### src/hdl/tomm_pkg.sv
// Package for the timed or encoder-distance motor move block: widths, codes and types.
package tomm_pkg;

  localparam int TIME_WIDTH    = 16;
  localparam int ENCODER_WIDTH = 32;
  localparam int POWER_LIMIT   = 100;

  localparam int MODE_W   = 2;
  localparam int AMOUNT_W = 16;
  localparam int POWER_W  = 8;
  localparam int MV_W     = 14;
  localparam int ENC_W    = 32;

  // target must hold a sign-extended encoder value plus or minus the amount
  localparam int TGT_W  = ((ENCODER_WIDTH > AMOUNT_W) ? ENCODER_WIDTH : AMOUNT_W + 1) + 1;

  localparam int MAG_W  = POWER_W;
  localparam int PROD_W = MAG_W + MV_W;
  localparam int CNT_W  = $clog2(PROD_W);
  localparam int Q_W    = POWER_W;

  localparam logic [Q_W-1:0]  LIMIT_Q     = Q_W'(POWER_LIMIT);
  localparam logic [MV_W-1:0] REF_MV_INIT = MV_W'(7900);

  localparam logic [MODE_W-1:0] MODE_TICK  = 2'd0;
  localparam logic [MODE_W-1:0] MODE_TIMED = 2'd1;
  localparam logic [MODE_W-1:0] MODE_DIST  = 2'd2;

  typedef enum logic [1:0] {
    KIND_IDLE  = 2'd0,
    KIND_TIMED = 2'd1,
    KIND_DIST  = 2'd2
  } kind_t;

  typedef struct packed {
    logic                      start;
    logic signed [POWER_W-1:0] power;
    logic [MV_W-1:0]           ref_mv;
    logic [MV_W-1:0]           bat_mv;
  } comp_req_t;

  typedef struct packed {
    logic                      done;
    logic signed [POWER_W-1:0] power;
  } comp_rsp_t;

endpackage

### src/hdl/tomm_if.sv
// Valid/ready channel interfaces for command words and result words.
interface tomm_cmd_if import tomm_pkg::*; ();
  logic                      valid;
  logic                      ready;
  logic [MODE_W-1:0]         mode;
  logic [AMOUNT_W-1:0]       move_amount;
  logic signed [POWER_W-1:0] start_power;
  logic signed [POWER_W-1:0] after_power;
  logic [MV_W-1:0]           ref_voltage_mv;
  logic signed [ENC_W-1:0]   encoder_count;
  logic [MV_W-1:0]           battery_mv;

  modport source (
    output valid, mode, move_amount, start_power, after_power,
           ref_voltage_mv, encoder_count, battery_mv,
    input  ready
  );
  modport sink (
    input  valid, mode, move_amount, start_power, after_power,
           ref_voltage_mv, encoder_count, battery_mv,
    output ready
  );
endinterface

interface tomm_res_if import tomm_pkg::*; ();
  logic                      valid;
  logic                      ready;
  logic signed [POWER_W-1:0] motor_power;
  logic                      ready_res;

  modport source (output valid, motor_power, ready_res, input ready);
  modport sink   (input  valid, motor_power, ready_res, output ready);
endinterface

### src/hdl/tomm_comp.sv
// Battery compensation unit: multiply, then a bit-serial restoring divide.
module tomm_comp import tomm_pkg::*; (
  input  logic      clk,
  input  logic      rst,
  input  comp_req_t req,
  output comp_rsp_t rsp
);

  typedef enum logic [1:0] {C_IDLE, C_MUL, C_SHIFT, C_FIN} cstate_t;

  cstate_t          state;
  logic [MAG_W-1:0] mag;
  logic             neg;
  logic             zero;
  logic [MV_W-1:0]  ref_mv;
  logic [MV_W-1:0]  bat_mv;
  logic [PROD_W-1:0] prod;
  logic [MV_W-1:0]  rem;
  logic [Q_W-1:0]   quo;
  logic             sat;
  logic [CNT_W-1:0] cnt;

  logic [MV_W:0]    trial;
  logic             take;
  logic [Q_W-1:0]   mag_q;
  logic [Q_W-1:0]   mag_lim;

  // shift one product bit into the partial remainder
  assign trial = {rem, prod[PROD_W-1]};
  assign take  = (trial >= {1'b0, bat_mv});

  always_comb begin
    mag_q = sat ? LIMIT_Q : quo;
    if (mag_q == '0) begin
      mag_lim = Q_W'(1);
    end else if (mag_q > LIMIT_Q) begin
      mag_lim = LIMIT_Q;
    end else begin
      mag_lim = mag_q;
    end
  end

  always_ff @(posedge clk) begin
    if (rst) begin
      state    <= C_IDLE;
      rsp.done <= 1'b0;
    end else begin
      rsp.done <= 1'b0;
      unique case (state)
        C_IDLE: begin
          if (req.start) begin
            mag    <= req.power[POWER_W-1] ? MAG_W'(~req.power + 1'b1) : MAG_W'(req.power);
            neg    <= req.power[POWER_W-1];
            zero   <= (req.power == '0);
            ref_mv <= req.ref_mv;
            bat_mv <= req.bat_mv;
            state  <= C_MUL;
          end
        end
        C_MUL: begin
          prod  <= PROD_W'(mag) * PROD_W'(ref_mv);
          rem   <= '0;
          quo   <= '0;
          sat   <= 1'b0;
          cnt   <= CNT_W'(PROD_W - 1);
          state <= C_SHIFT;
        end
        C_SHIFT: begin
          rem  <= take ? MV_W'(trial - {1'b0, bat_mv}) : trial[MV_W-1:0];
          prod <= {prod[PROD_W-2:0], 1'b0};
          // a bit leaving the top of the quotient means saturation
          sat  <= sat | quo[Q_W-1];
          quo  <= {quo[Q_W-2:0], take};
          if (cnt == '0) begin
            state <= C_FIN;
          end else begin
            cnt <= cnt - 1'b1;
          end
        end
        C_FIN: begin
          if (zero) begin
            rsp.power <= '0;
          end else if (neg) begin
            rsp.power <= -$signed(mag_lim);
          end else begin
            rsp.power <= $signed(mag_lim);
          end
          rsp.done <= 1'b1;
          state    <= C_IDLE;
        end
        default: state <= C_IDLE;
      endcase
    end
  end

endmodule

### src/hdl/timed_or_encoder_motor_move.sv
// Top level of one motor channel: timed or encoder-distance move control.
//
//   channel | dir | words carried
//   --------+-----+--------------------------------------------------------------
//   cmd     | in  | mode, move_amount, start/after power, ref mV, encoder, battery
//   res     | out | motor_power, ready_res (one word per command word)
//
// A start word, or a tick that ends a move, runs from its accept to the next accept
// through decode, the multiply, the bit-serial divide in tomm_comp, the saturation
// step, the pickup of the quotient, the output load and the return to idle. Any other
// tick runs through decode, the output load and the return to idle.
// Reset is synchronous; it clears the control state and leaves the channel idle.
// A stalled result holds in the output register; the next command word is taken
// meanwhile and waits at the output load until the held result is gone.
module timed_or_encoder_motor_move import tomm_pkg::*; (
  input  logic       clk,
  input  logic       rst,
  tomm_cmd_if.sink   cmd,
  tomm_res_if.source res
);

  typedef enum logic [1:0] {S_IDLE, S_EVAL, S_DIV, S_PUT} state_t;

  state_t state;

  // latched command word
  logic [MODE_W-1:0]         it_mode;
  logic [AMOUNT_W-1:0]       it_amount;
  logic signed [POWER_W-1:0] it_sp;
  logic signed [POWER_W-1:0] it_ap;
  logic [MV_W-1:0]           it_ref;
  logic signed [ENC_W-1:0]   it_enc;
  logic [MV_W-1:0]           it_bat;

  // move state
  kind_t                     kind;
  logic [TIME_WIDTH-1:0]     ticks_left;
  logic signed [TGT_W-1:0]   target;
  logic                      fwd;
  logic signed [POWER_W-1:0] held_ap;
  logic [MV_W-1:0]           held_ref;
  logic signed [POWER_W-1:0] drive;
  logic                      ready_flag;

  logic                      is_fin;
  logic signed [POWER_W-1:0] comp_power;
  logic                      res_valid;

  comp_req_t req;
  comp_rsp_t rsp;

  logic                    is_start;
  logic                    fin_now;
  logic                    sp_fwd;
  logic signed [TGT_W-1:0] enc_x;
  logic signed [TGT_W-1:0] amt_x;
  logic                    reached;
  logic                    out_free;

  assign is_start = (it_mode == MODE_TIMED) || (it_mode == MODE_DIST);
  assign sp_fwd   = !it_sp[POWER_W-1];
  assign enc_x    = TGT_W'($signed(it_enc[ENCODER_WIDTH-1:0]));
  assign amt_x    = TGT_W'(it_amount);
  assign reached  = fwd ? (enc_x >= target) : (enc_x <= target);

  // a tick ends a timed move on its last millisecond, a distance move on arrival
  always_comb begin
    fin_now = 1'b0;
    if (it_mode == MODE_TICK) begin
      unique case (kind)
        KIND_TIMED: fin_now = (ticks_left <= TIME_WIDTH'(1));
        KIND_DIST:  fin_now = reached;
        default:    fin_now = 1'b0;
      endcase
    end
  end

  // start words use their own power and reference; an ending tick uses the held ones
  assign req.start  = (state == S_EVAL) && (is_start || fin_now);
  assign req.power  = is_start ? it_sp : held_ap;
  assign req.ref_mv = is_start ? it_ref : held_ref;
  assign req.bat_mv = it_bat;

  tomm_comp u_comp (
    .clk (clk),
    .rst (rst),
    .req (req),
    .rsp (rsp)
  );

  assign out_free        = !res_valid || res.ready;
  assign cmd.ready       = (state == S_IDLE);
  assign res.valid       = res_valid;
  assign res.motor_power = drive;
  assign res.ready_res   = ready_flag;

  always_ff @(posedge clk) begin
    if (rst) begin
      state      <= S_IDLE;
      res_valid  <= 1'b0;
      kind       <= KIND_IDLE;
      ticks_left <= '0;
      target     <= '0;
      fwd        <= 1'b1;
      held_ap    <= '0;
      held_ref   <= REF_MV_INIT;
      drive      <= '0;
      ready_flag <= 1'b1;
      is_fin     <= 1'b0;
    end else begin
      unique case (state)
        S_IDLE: begin
          if (cmd.valid) begin
            it_mode   <= cmd.mode;
            it_amount <= cmd.move_amount;
            it_sp     <= cmd.start_power;
            it_ap     <= cmd.after_power;
            it_ref    <= cmd.ref_voltage_mv;
            it_enc    <= cmd.encoder_count;
            it_bat    <= cmd.battery_mv;
            state     <= S_EVAL;
          end
        end
        S_EVAL: begin
          is_fin <= fin_now;
          state  <= (is_start || fin_now) ? S_DIV : S_PUT;
        end
        S_DIV: begin
          if (rsp.done) begin
            comp_power <= rsp.power;
            state      <= S_PUT;
          end
        end
        S_PUT: begin
          // commit only once the previous result word has left
          if (out_free) begin
            if (is_start) begin
              held_ap    <= it_ap;
              held_ref   <= it_ref;
              drive      <= comp_power;
              ready_flag <= 1'b0;
              fwd        <= sp_fwd;
              if (it_mode == MODE_TIMED) begin
                kind       <= KIND_TIMED;
                ticks_left <= TIME_WIDTH'(it_amount);
              end else begin
                kind       <= KIND_DIST;
                ticks_left <= '0;
                target     <= sp_fwd ? (enc_x + amt_x) : (enc_x - amt_x);
              end
            end else if (is_fin) begin
              drive      <= comp_power;
              ready_flag <= 1'b1;
              kind       <= KIND_IDLE;
              ticks_left <= '0;
            end else if (it_mode == MODE_TICK && kind == KIND_TIMED) begin
              ticks_left <= ticks_left - 1'b1;
            end
            state <= S_IDLE;
          end
        end
        default: state <= S_IDLE;
      endcase
      // raise the result word on commit, drop it once taken
      if (state == S_PUT && out_free) begin
        res_valid <= 1'b1;
      end else if (res.ready) begin
        res_valid <= 1'b0;
      end
    end
  end

endmodule

### src/flat_wrapper.sv
// flat-port wrapper written by rule: the top's interface ports become plain ports
module timed_or_encoder_motor_move_flat import tomm_pkg::*;
  (clk, rst, cmd_valid, cmd_mode, cmd_move_amount, cmd_start_power, cmd_after_power, cmd_ref_voltage_mv, cmd_encoder_count, cmd_battery_mv, cmd_ready, res_valid, res_motor_power, res_ready_res, res_ready);
  tomm_cmd_if cmd_i ();
  tomm_res_if res_i ();
  input  logic clk;
  input  logic rst;
  input wire logic [$bits(cmd_i.valid)-1:0] cmd_valid;
  input wire logic [$bits(cmd_i.mode)-1:0] cmd_mode;
  input wire logic [$bits(cmd_i.move_amount)-1:0] cmd_move_amount;
  input wire logic [$bits(cmd_i.start_power)-1:0] cmd_start_power;
  input wire logic [$bits(cmd_i.after_power)-1:0] cmd_after_power;
  input wire logic [$bits(cmd_i.ref_voltage_mv)-1:0] cmd_ref_voltage_mv;
  input wire logic [$bits(cmd_i.encoder_count)-1:0] cmd_encoder_count;
  input wire logic [$bits(cmd_i.battery_mv)-1:0] cmd_battery_mv;
  output wire logic [$bits(cmd_i.ready)-1:0] cmd_ready;
  output wire logic [$bits(res_i.valid)-1:0] res_valid;
  output wire logic [$bits(res_i.motor_power)-1:0] res_motor_power;
  output wire logic [$bits(res_i.ready_res)-1:0] res_ready_res;
  input wire logic [$bits(res_i.ready)-1:0] res_ready;
  assign cmd_i.valid = cmd_valid;
  assign cmd_i.mode = cmd_mode;
  assign cmd_i.move_amount = cmd_move_amount;
  assign cmd_i.start_power = cmd_start_power;
  assign cmd_i.after_power = cmd_after_power;
  assign cmd_i.ref_voltage_mv = cmd_ref_voltage_mv;
  assign cmd_i.encoder_count = cmd_encoder_count;
  assign cmd_i.battery_mv = cmd_battery_mv;
  assign cmd_ready = cmd_i.ready;
  assign res_valid = res_i.valid;
  assign res_motor_power = res_i.motor_power;
  assign res_ready_res = res_i.ready_res;
  assign res_i.ready = res_ready;
  timed_or_encoder_motor_move u_core (.clk(clk), .rst(rst), .cmd(cmd_i), .res(res_i));
endmodule
### config.mk
export PLATFORM = sky130hd
export DESIGN_NAME = timed_or_encoder_motor_move_flat
export DESIGN_NICKNAME = d
export VERILOG_FILES = /design/src/hdl/tomm_pkg.sv /design/src/hdl/tomm_if.sv /design/src/hdl/tomm_comp.sv /design/src/hdl/timed_or_encoder_motor_move.sv /design/src/flat_wrapper.sv
export SDC_FILE = /design/constraint.sdc
export NUM_CORES = 1
export LEC_CHECK = 0
export BUFFER_PORTS_ARGS = -buffer_cell sky130_fd_sc_hd__buf_2
export CORE_UTILIZATION = 29
export DETAILED_ROUTE_END_ITERATION = 12
export PLACE_DENSITY_LB_ADDON = 0.15
export SLEW_MARGIN = 20
export SYNTH_ARGS = -nofsm -noshare
export SYNTH_HDL_FRONTEND = slang
export SYNTH_SLANG_ARGS = --single-unit
### constraint.sdc
create_clock -name clk -period 27.2 [get_ports clk]
set_input_delay 2.72 -clock clk [delete_from_list [all_inputs] [get_ports clk]]
set_output_delay 2.72 -clock clk [all_outputs]
set_load 0.02 [all_outputs]
; ---- After elaboration in Yosys (flattened, before gate mapping)
; Cells that the tools add are included.
; W data, S select, Z words.
[classes]
add_sub_neg = 7
mul = 1
n_lt_le_gt_ge = 5
eq_ne = 16
mux = 41
n_bitwise = 4
n_reduce_logical = 31
[ops]
columns = op, count
row1 = $mux W16, 4
row2 = $mux W8, 8
row3 = $pmux W22 S2, 1
row4 = $add A32 B17 Y33, 1
row5 = $ge A32 B33 Y1, 1
row6 = $le A32 B33 Y1, 1
row7 = $mux W33, 1
row8 = $sub A32 B17 Y33, 1
row9 = $mux W14, 2
row10 = $pmux W14 S2, 1
row11 = $reduce_and A3 Y1, 8
row12 = $mul A8 B14 Y22, 1
row13 = $le A16 B1 Y1 const B, 1
row14 = $logic_not A8 Y1, 2
row15 = $mux W2, 8
row16 = $pmux W2 S4, 2
row17 = $pmux W8 S2, 1
row18 = $sub A16 B1 Y16 const B, 1
row19 = $ge A15 B14 Y1, 1
row20 = $sub A14 B14 Y14, 1
row21 = $eq A2 B2 Y1 const B, 6
row22 = $pmux W5 S2, 1
row23 = $mux W9, 1
row24 = $add A8 B1 Y8 const B, 1
row25 = other kinds (22), 49
[word_totals]
register_bits = 288
in_bits = 98

; ---- Logic depth before layout (Yosys ltp)
[depth]
word_depth = 8
depth_mapped = 21
depth_no_buf = 20

; ---- Hierarchy
; From an unflattened synthesis, not the netlist that was laid out.
[unflattened]
cells_unflattened = 1871
hier_area_um2 = 18556.5
[modules_own_cells]
columns = mod, instances, cells_per_inst, area_per_inst_um2
row1 = timed_or_encoder_motor_move, 1, 1021, 9939.5
row2 = tomm_comp, 1, 850, 8617.0

; ---- Worst setup path before layout
; No wires, ideal clock.
[synth_timing]
path_type = input to register
start = input port rst
end = register u_core.it_amount[0], enable pin
setup_time_ns = 0.681
arrival_time_ns = 10.158
t_required_ns = 26.519
path_slack_ns = 16.361
stages = 4
path_cell_list = clkbuf_1 > clkbuf_1 > buf_1 > nor3b_1
[synth_between]
elab_chain_len = 2
[synth_lines]
columns = element, line_no
row1 = start: declaration, flat_wrapper.sv:7  ; input logic rst;
row2 = $not A1 Y1 (no line), n/a
row3 = $reduce_and A3 Y1 (no line), n/a
row4 = end signal: assignment, timed_or_encoder_motor_move.sv:115  ; it_amount <= cmd.move_amount;
row5 = end: declaration, timed_or_encoder_motor_move.sv:28  ; logic [AMOUNT_W-1:0] it_amount;
; No other way between the ends.
; A chain may end at the register's enable or synchronous reset.

; ---- Worst setup path in the final report
[layout_timing]
start = register u_core.u_comp.mag[7]
end = register u_core.u_comp.prod[21], data pin
[layout_between]
elab_chain_len = 2
[layout_lines]
columns = element, line_no
row1 = start: declaration, tomm_comp.sv:12  ; logic [MAG_W-1:0] mag;
row2 = start signal: assignment, tomm_comp.sv:52  ; mag <= req.power[POWER_W-1] ? MAG_W'(~req.power + 1'b1) : MAG_W'(req.power);
row3 = $mul A8 B14 Y22, tomm_comp.sv:61  ; prod <= PROD_W'(mag) * PROD_W'(ref_mv);
row4 = $pmux W22 S2, tomm_comp.sv:49  ; unique case (state)
row5 = end signal: assignment, tomm_comp.sv:61
row6 = end signal: assignment, tomm_comp.sv:70  ; prod <= {prod[PROD_W-2:0], 1'b0};
row7 = end: declaration, tomm_comp.sv:17  ; logic [PROD_W-1:0] prod;
; No other way between the ends.

==> metrics.txt <==
outcome=completed; DRC viols=0; synth warn=0; family with the most delay on the worst path=adder cells; Final Hold Viols=0; Sink Count=roughly 290; total power=1.89 mW; post-synthesis mux area share=under 10%; Die Footprint=about 64000 um^2; average wire per standard cell=around 16 um; clock share of power=25.3%; Synth Area in Compound Gates=11.9%; FMAX=roughly 190 MHz; diodes inserted=0; Worst Path Arrival=5.56 ns; Net Sw Frac=between 30% and 40%; M1 GR Usage=between 10% and 20%; Area contributors post-synth=edfxtp_1 33%, dfxtp_1 9.9%, ha_1 9.9%; post-layout util=between 30% and 40%; Setup Fix Bufs, Post-CTS=0; Worst path max stage delay=approximately 0.55 ns; vias in the first global route=between 10000 and 15000; Layout area overhead=14.6%; post-synthesis sequential area ratio=~43%; Synth Area in Adders=a little under a fifth; net switching power figure=around 690 uW; met2 Track Usage GR=roughly 23%; Max Cap Viol=0; Critical Path Sink Type=flip-flop; main combinational cell family by area after synthesis=adder cells; Comb pwr share=between 40% and 50%; Max VDD drop=between 0.04 and 0.05 mV; share of layout cells above drive strength 1=11.8%; number of buffers added on ports=~110; via count=12500; Synth async-reset ratio=0%; Final TNS setup=0 ns; most frequent cells in the layout=198 x edfxtp_1, 181 x inv_1, 171 x nand2_1; biggest area consumer among synthesized cells=edfxtp_1; Avg Cell Area, Syn=between 10 and 15 um^2; register share of total power=roughly 32%; RePlAce Congestion=between 0.8 and 0.9; die extent in x=about 250 um; Vias/cell=approximately 4.6; XOR/XNOR Fraction of Synth Area=3.86%; # hold bufs at CTS=0; # IOs=between 100 and 150; PD cells=between 90 and 100 nW/um^2; Post-CTS Resized=0; met3 usage=about 2.7%; Clock Root Buffer=clkbuf_16; path type of the worst setup path=reg -> reg; crit-path cells=and2_1 > fa_1 > fa_1 > fa_1 > inv_1 > fa_1 > inv_1 > ha_1 > a21o_1 > a21o_1 > a21oi_1 > nor2_1 > a221oi_2 > a21oi_1 > a211oi_1 > xnor2_1 > mux2_2; fin crit period=roughly 5.3 ns; DR iter-0 viols=~480; CTS Buf Count=38; Cell variety after synth=slightly below 90; Yosys top cell area share=around a third; filler cell count=around 6300; site row count=between 90 and 100; # H-tree levels=2; Primary FF master, synth=edfxtp_1; CTS tree=built; drt pass-1 iters=5; CTS Buffer Depth=3; Initial Util=a little under 30%; Clock Skews=around 0.018 ns; drt total wl=42.5 mm; pin count of the biggest net entering global routing=just under 80; number of flops mapped to enable cells by yosys=roughly 200; Crit Path Max Fanout=14; commonest non-fill, non-tap cell in the layout=edfxtp_1; gr usage total=a little over an eighth; Post-Synth Simple-Gate Area=15.1%; DP HPWL=between 30 and 40 mm; Synth Instances=1752; pin slew with the least headroom to its limit=around 1 ns; CP max stage cell=edfxtp_1; RSZ-0062 raised after global routing=no; Worst Path Required=around 27 ns; Synth Register Bits=between 200 and 300; Slew HR=between 30% and 40%; fin nets=approximately 2200; Die H=about 250 um; initial antenna violation count=0; cell repeated most along the worst path=fa_1; max-slew violations=0; gr busiest metal=met2; Final period util=between 10% and 20%; Synthesized Nets=slightly above 2000; first-pass GRT wire length=roughly 68 mm; Setup Viol. Count Final=0; mapped cell area=between 15000 and 20000 um^2; cell-internal power=1.20 mW; Worst setup SP type=flip-flop; Buffers & Inverters on Critical Path=2; core outline area=around 60000 um^2; leakage=a little over 8 nW; clock transition at the registers of the reported paths=about 0.06 ns; Skew-Pair Late Insertion Delay=0.55 ns; Final ANT Viol Nets=0; hold crit path type=reg -> reg; grt ovf=0
[worst paths after layout]
check | startpoint | end | slack (ns) | depth (start not counted)
max reg2reg | u_core.u_comp.mag[7] | u_core.u_comp.prod[21] | 21.93 | 17
min | u_core.it_bat[1] | u_core.u_comp.bat_mv[1] | 0.42 | 0
max | u_core.u_comp.mag[7] | u_core.u_comp.prod[21] | 21.93 | 17
min reg2reg | u_core.it_bat[1] | u_core.u_comp.bat_mv[1] | 0.42 | 0
[Yosys cell counts, drive strengths merged, types with 5 or more instances]
cell and count:
edfxtp 198, nand3 14, nand2b 27, xor2 31
xnor2 49, inv 181, nand4 16, nand2 171
dfxtp 90, o21bai 6, fa 74, or2 6
a211oi 10, nor4 10, a21o 51, and2 102
nor2b 35, clkbuf 50, a21oi 118, a222oi 5
and3 8, a311oi 5, o21a 8, mux2i 38
mux2 21, ha 143, nor3 33, or3 11
o21ai 60, nor2 93, a31oi 7, buf 8
[through the flow]
step | cells | setup WS [ns] | instance area [um^2] | hold WS, ns
floorplan | 1752 | 16.36 | 18100 | 0.400
global placement | 2651 | 21.91 | 19600 | 0.405
detailed placement | 2651 | 21.91 | 19600 | 0.407
CTS | 2719 | 21.90 | 20800 | 0.420
global route | 2719 | 21.64 | 20800 | 0.422
finish | 2719 | 21.93 | 20800 | 0.417
[flip-flops by register name, indices dropped and copies added, names as in the netlist, 9 cells and up]
signal,count
u_core.held_ref,14
u_core.it_amount,16
u_core.it_bat,14
u_core.it_enc,32
u_core.it_ref,14
u_core.target,33
u_core.ticks_left,16
u_core.u_comp.bat_mv,14
u_core.u_comp.prod,22
u_core.u_comp.ref_mv,14
u_core.u_comp.rem,14
u_core.u_comp.rsp,9
[cell families (layout without fill, tap and decap cells)]
| logic type | Yosys count | in the layout |
|---|---|---|
| AO/OA/AOI/OAI | 327 | 327 |
| XOR/XNOR | 80 | 80 |
| multiplexers | 59 | 59 |
| AND/OR/NAND/NOR | 541 | 541 |
| adder cells (fa/ha/maj) | 217 | 217 |
| buffers and inverters | 240 | 370 |
| flip-flops | 288 | 288 |
[per-layer routing]
metal / share of wire (%) / wire, um
met4: 2.9 / 1210
met5: 0 / 0
met2: 48 / 20200
met3: 4.1 / 1730
met1: 45 / 19300
[power by group through the flow]
stage	logic, mW	registers, mW	clock network, mW
final	0.805	0.606	0.477
after floorplan	0.649	0.605	0
after detailed placement	0.815	0.616	0
after global routing	0.922	0.614	0.516
after CTS	0.819	0.608	0.498
after global placement	0.807	0.616	0
[cell type report]
type	count	area, um^2	area share, %
clock buffer	59	1120	5.40
clock inverter	9	50.0	0.241
inverter	182	683	3.29
multi-input combinational	1224	9510	45.7
sequential	288	7750	37.3
tap	837	1050	5.04
timing repair buffer	120	633	3.04
(Power assumes the default switching activity.)
